File: src/rtl/nups_pkg.sv
// ----------------------------------------------------------------------------
// nups_pkg
// shared constants and types for the nearest unmarked point search
// ----------------------------------------------------------------------------
package nups_pkg;
  localparam int MaxPoints = 1024;
  localparam int IdxW = $clog2(MaxPoints);
  localparam int CntW = IdxW + 1;
  localparam int CoordW = 8;
  localparam int MaskW = 64;
  localparam int OwnW = 6;
  localparam int DistW = 20;
  localparam logic [DistW-1:0] DistLimit = 20'd999999;

  localparam logic [1:0] FuncLoad = 2'd0;
  localparam logic [1:0] FuncNear = 2'd1;
  localparam logic [1:0] FuncMark = 2'd2;

  localparam logic CfgOwner = 1'b0;
  localparam logic CfgCount = 1'b1;

  // one candidate travelling down the cell row
  typedef struct packed {
    logic              vld;
    logic [IdxW-1:0]   idx;
    logic [CoordW-1:0] x;
    logic [CoordW-1:0] y;
    logic [CoordW-1:0] z;
    logic              marked;
  } cand_t;

  // running best held in the last stage of the search module
  typedef struct packed {
    logic              hit;
    logic [DistW-1:0]  sq_dist;
    logic [IdxW-1:0]   idx;
    logic [CoordW-1:0] x;
    logic [CoordW-1:0] y;
    logic [CoordW-1:0] z;
  } best_t;
endpackage

File: src/rtl/nups_cell.sv
// ----------------------------------------------------------------------------
// nups_cell
// one pipeline cell: computes one axis term and passes the candidate on
// ----------------------------------------------------------------------------
module nups_cell (
  input  logic                       clk_i,
  input  logic                       rst_ni,
  input  nups_pkg::cand_t            cand_i,
  input  logic [nups_pkg::CoordW-1:0] a_i,
  input  logic [nups_pkg::CoordW-1:0] b_i,
  input  logic [nups_pkg::DistW-1:0] acc_i,
  output nups_pkg::cand_t            cand_o,
  output logic [nups_pkg::DistW-1:0] acc_o
);
  logic [nups_pkg::CoordW-1:0] diff;
  logic [nups_pkg::DistW-1:0]  acc_d;
  nups_pkg::cand_t cand_q;
  logic [nups_pkg::DistW-1:0] acc_q;

  assign diff = (a_i > b_i) ? a_i - b_i : b_i - a_i;
  assign acc_d = acc_i + nups_pkg::DistW'(diff) * nups_pkg::DistW'(diff);

  always_ff @(posedge clk_i or negedge rst_ni) begin
    if (!rst_ni) begin
      cand_q <= '0;
      acc_q <= '0;
    end else begin
      cand_q <= cand_i;
      acc_q <= acc_d;
    end
  end

  assign cand_o = cand_q;
  assign acc_o = acc_q;
endmodule

File: config.mk
export PLATFORM = sky130hd
export DESIGN_NAME = nups_cell
export DESIGN_NICKNAME = d
export VERILOG_FILES = /design/src/rtl/nups_pkg.sv /design/src/rtl/nups_cell.sv
export SDC_FILE = /design/constraint.sdc
export NUM_CORES = 1
export LEC_CHECK = 0
export BUFFER_PORTS_ARGS = -buffer_cell sky130_fd_sc_hd__buf_2
export CORE_MARGIN = 1.5
export CORE_UTILIZATION = 55
export CTS_CLUSTER_SIZE = 40
export DETAILED_ROUTE_END_ITERATION = 6
export PLACE_DENSITY_LB_ADDON = 0.05
export SYNTH_ARGS = -nofsm -noshare
export SYNTH_HDL_FRONTEND = slang
export SYNTH_SLANG_ARGS = --single-unit
File: constraint.sdc
create_clock -name clk_i -period 0.89 [get_ports clk_i]
set_clock_uncertainty 0.1 [all_clocks]
set_input_delay 0 -clock clk_i [delete_from_list [all_inputs] [get_ports clk_i]]
set_output_delay 0 -clock clk_i [all_outputs]
set_load 0.02 [all_outputs]
==> flow_summary_export.csv, run 1 <==
group,metric,value,unit
run_status,outcome,"stopped before the end",
run_status,haltStage,"5_1_grt",
run_status,stop_error,"[ERROR DPL-0038] Utilization greater than 100%, impossible to legalize",
clock_network,cts_sinks,56,
yosys,syn_inst,404,
timing,worstEndpointGrtRepair,"acc_o[19]$_DFF_PN0_/D",
floorplanning,io_pins,130,
yosys,seq_area_frac_synth,32.24,%
floorplanning,die_x,91.90,um
yosys,synth_ff_type,"dfrtp_1",
clock_network,cts_buffers,5,
floorplanning,row_count,32,
place,place_area,6051,um^2
place,dp.cells,716,
place,hpwl,7982,um
yosys,synth_seq_cells,56,
yosys,syn_area,4347,um^2
yosys,async_reset_ff_share,100.0,%
clock_network,cts_root_buf,"clkbuf_8",
floorplanning,die_y,91.90,um
yosys,yosysWarnings,0,
yosys,synth.net_count,575,
place,port_buffers,129,
yosys,synth_cell_types,43,
grt,grt_max_degree,44,
yosys,syn_avg_cell_area,10.76,um^2
floorplanning,start_util,56.54,%
clock_network,htreeDepth,2,
clock_network,cts_buffer_depth,2,
timing,endpoint_type,"register data pin",
place,gp_congestion,0.8865,
yosys,synth_edf_count,0,
[stage by stage]
step	TNS, ns	util, %	setup slack [ns]
floorplan	-73.24	-	-4.635
global placement	-76.44	78.71	-4.781
detailed placement	-78.58	78.71	-4.961
CTS	-69.86	95.08	-4.300
[cells in the mapped netlist (all sizes together) (2+ instances only)]
master / count / area share (%)
fa: 39 / 18
xor2: 12 / 2.6
a211oi: 2 / 0.35
nand4: 4 / 0.58
xnor2: 15 / 4.1
nor2: 25 / 2.5
nand2: 11 / 0.95
a31oi: 5 / 0.72
o21ai: 7 / 1.1
nand3: 4 / 0.46
a21o: 18 / 3.2
mux2i: 8 / 1.8
or2: 7 / 1.0
dfrtp: 56 / 32
inv: 93 / 8.0
a21oi: 20 / 2.4
buf: 4 / 0.60
nand3b: 2 / 0.35
ha: 58 / 17
[logic make-up after synthesis]
family / share of synthesized area (%)
flip-flops: 32.24
multiplexers: 1.842
buffers and inverters: 8.635
AO/OA/AOI/OAI: 9.212
adder cells (fa/ha/maj): 34.66
AND/OR/NAND/NOR: 6.765
XOR/XNOR: 6.649
[what timing repair did]
action | 4_1_cts
setup endpoints to repair | 75
hold buffers | 39
pin swaps | 51
gates resized for setup | 170
hold endpoints to repair | 97
setup buffers | 21
==> run 2, diff against run 1 <==
--- a/config.mk
+++ b/config.mk
@@ -7,10 +7,9 @@
 export LEC_CHECK = 0
 export BUFFER_PORTS_ARGS = -buffer_cell sky130_fd_sc_hd__buf_2
 export CORE_MARGIN = 1.5
-export CORE_UTILIZATION = 55
-export CTS_CLUSTER_SIZE = 40
+export CORE_UTILIZATION = 40
 export DETAILED_ROUTE_END_ITERATION = 6
-export PLACE_DENSITY_LB_ADDON = 0.05
+export PLACE_DENSITY_LB_ADDON = 0.15
 export SYNTH_ARGS = -nofsm -noshare
 export SYNTH_HDL_FRONTEND = slang
 export SYNTH_SLANG_ARGS = --single-unit
==> flow_summary_export.csv, run 2 <==
group,metric,value,unit
routing,wl_per_cell,13.80,um
worst_setup_path,crit_path_start_kind,"input port",
yosys,synth_xor_area_share,6.649,%
yosys,synth_ff_type,"dfrtp_1",
yosys,synth.net_count,575,
cells_and_area,layout_commonest_cell,"buf_4",
clock_network,htreeDepth,2,
routing,first_pass_iters,5,
routing,drt_drc_violations_left,0,
worst_setup_path,required,0.99,ns
routing,vias_per_cell,4.580,
yosys,yosysWarnings,0,
timing,slew_viol_final,0,
grt,grt_max_degree,37,
routing,ant_nets,0,
yosys,synth_edf_count,0,
yosys,synthTopCellsByArea,"dfrtp_1 32%, fa_1 18%, ha_1 17%",
routing,drt_iter0_drc,86,
timing,slew_headroom,77.66,%
yosys,yosysTopAreaCell,"dfrtp_1",
cells_and_area,final_cells,828,
yosys,yosys-top-cells-count,"93 x inv_1, 58 x ha_1, 56 x dfrtp_1",
cells_and_area,largest_register_ffs,36,
clock_network,cts.reportedPaths.clkPinSlew,0.10,ns
grt,grt_pass1_wl,18600,um
floorplanning,coreArea,10420,um^2
cells_and_area,antenna_cells,0,
clock_network,cts_tree,"done",
yosys,muxShareOfSynthArea,1.842,%
yosys,synth_adder_area_share,34.66,%
flow_run,drv_cap,0,
yosys,synth_seq_cells,56,
place,hpwl,7857,um
min_path,hold_class,"in2reg",
cells_and_area,fill_cells,728,
cells_and_area,layout.nets,862,
yosys,syn_avg_cell_area,10.76,um^2
run_status,outcome,"complete, but fails checks",
place,gp_congestion,0.8201,
run_status,violations,"hold timing, setup timing",
worst_setup_path,critPathMostFrequentCell,"fa_1",
place,port_buffers,129,
clock_network,cts_buffer_depth,2,
cells_and_area,final_cell_mix,"90 x buf_4, 80 x buf_6, 72 x inv_1",
timing,layout_setup_ws,-4.374,ns
clock_network,cts_root_buf,"clkbuf_8",
routing,drt-total-wl,11430,um
grt,grtUsageTotal,20.27,%
timing,rsz0062_at_grt,"yes",
worst_setup_path,worstPathArrival,5.37,ns
cells_and_area,multi_input_area,3173,um^2
place,dp.cells,753,
timing,hold_slack,-0.1781,ns
worst_setup_path,path_buf_inv,7,
routing,vias,3792,
yosys,syn_area,4347,um^2
yosys,seq_area_frac_synth,32.24,%
timing,hold_viol,3,
floorplanning,die_y,107.2,um
worst_setup_path,path_delay_family,"adder cells",
grt,grt_pass1_vias,4132,
grt,overflow,0,
clock_network,cts_buffers,5,
floorplanning,die_x,107.2,um
grt,antenna_found_initial,0,
min_path,hold_path_end,"acc_o[1]",
yosys,synth_compound_area_share,9.211,%
timing,fin_crit_sh,591.5,%
timing,timing.fmax,190.0,MHz
timing,worst_slew_pin_slew,0.3317,ns
worst_setup_path,cp_max_fo,5,
place,pre_cts_ws,-4.860,ns
timing,setup_viol,75,
min_path,hold_depth,2,
floorplanning,io_pins,130,
yosys,async_reset_ff_share,100.0,%
timing,min_period,5.264,ns
yosys,synth_top_family_by_area,"adder cells",
cells_and_area,regArea,1401,um^2
yosys,synth.top_cell.area_share,32.24,%
floorplanning,row_count,37,
worst_setup_path,critPathSlowestCell,"fa_1",
floorplanning,die_area,11500,um^2
worst_setup_path,endpoint_kind,"flip-flop",
clock_network,cts_sinks,56,
cells_and_area,drive_gt1_share,52.75,%
min_path,min_from,"acc_i[1]",
worst_setup_path,slowest_delay,0.53,ns
floorplanning,start_util,41.73,%
cells_and_area,area_delta_synth_final,75.24,%
yosys,post-synth-top-count-cell,"inv_1",
yosys,synth-simple-area-share,6.765,%
yosys,syn_inst,404,
worst_setup_path,path_class,"in2reg",
clock_network,cts_hold_buffers,39,
yosys,synth_cell_types,43,
-- run 2: worst max-delay path by stage --
stage / cells after the start / startpoint / to
finish: 27 / b_i[5] / acc_o[19]
CTS: 25 / b_i[5] / acc_o[19]
global route: 26 / a_i[5] / acc_o[19]
floorplan: 23 / b_i[5] / acc_o[17]
detailed placement: 27 / a_i[0] / acc_o[17]
global placement: 29 / a_i[0] / acc_o[17]
-- run 2: per-stage QoR --
| step | setup TNS (ns) | instance area (um^2) | util, % |
|---|---|---|---|
| after floorplan | -73.24 | 4653 | - |
| after global placement | -75.59 | 6116 | 58.71 |
| after detailed placement | -77.92 | 6116 | 58.71 |
| after CTS | -69.26 | 7395 | 70.99 |
| after global routing | -76.22 | 7617 | 73.13 |
| final | -71.76 | 7617 | 73.13 |
-- run 2: logic make-up (layout without fill, tap and decap cells) --
kind of cell,Yosys count,in the layout
fa+ha+maj,97,97
buf+inv,97,384
compound gates,60,60
simple gates,59,59
flops,56,56
xor+xnor,27,28
mux,8,8
-- run 2: repair_timing --
| action | CTS | global route |
|---|---|---|
| pin swaps | 46 | 37 |
| cloned | 1 | 0 |
| endpoints found under the setup margin | 75 | 75 |
| buffers inserted | 18 | 13 |
| gates resized for setup | 176 | 33 |
| hold endpoints to repair | 97 | 3 |
-- run 2: per-layer routing --
layer / up-vias / part of all wire [%] / track usage, %
met5: - / 0 / 0
met4: 0 / 1.3 / 4.286
met3: 11 / 4.5 / 2.371
met2: 103 / 55 / 39.99
met1: 1833 / 39 / 23.07
li1: 1845 / - / -
-- run 2: area by class of cell --
type	count	area share (%)
clock inverters	2	0.5092
clock buffers	6	0.9527
well taps	136	2.234
inverters	93	4.780
flip-flops and latches	56	18.40
multi-input cells	252	41.66
repair buffers	283	31.47
Power of run 2 is not shown: default switching activity piles up to over one toggle a cycle in this logic, so the estimate is an artifact.
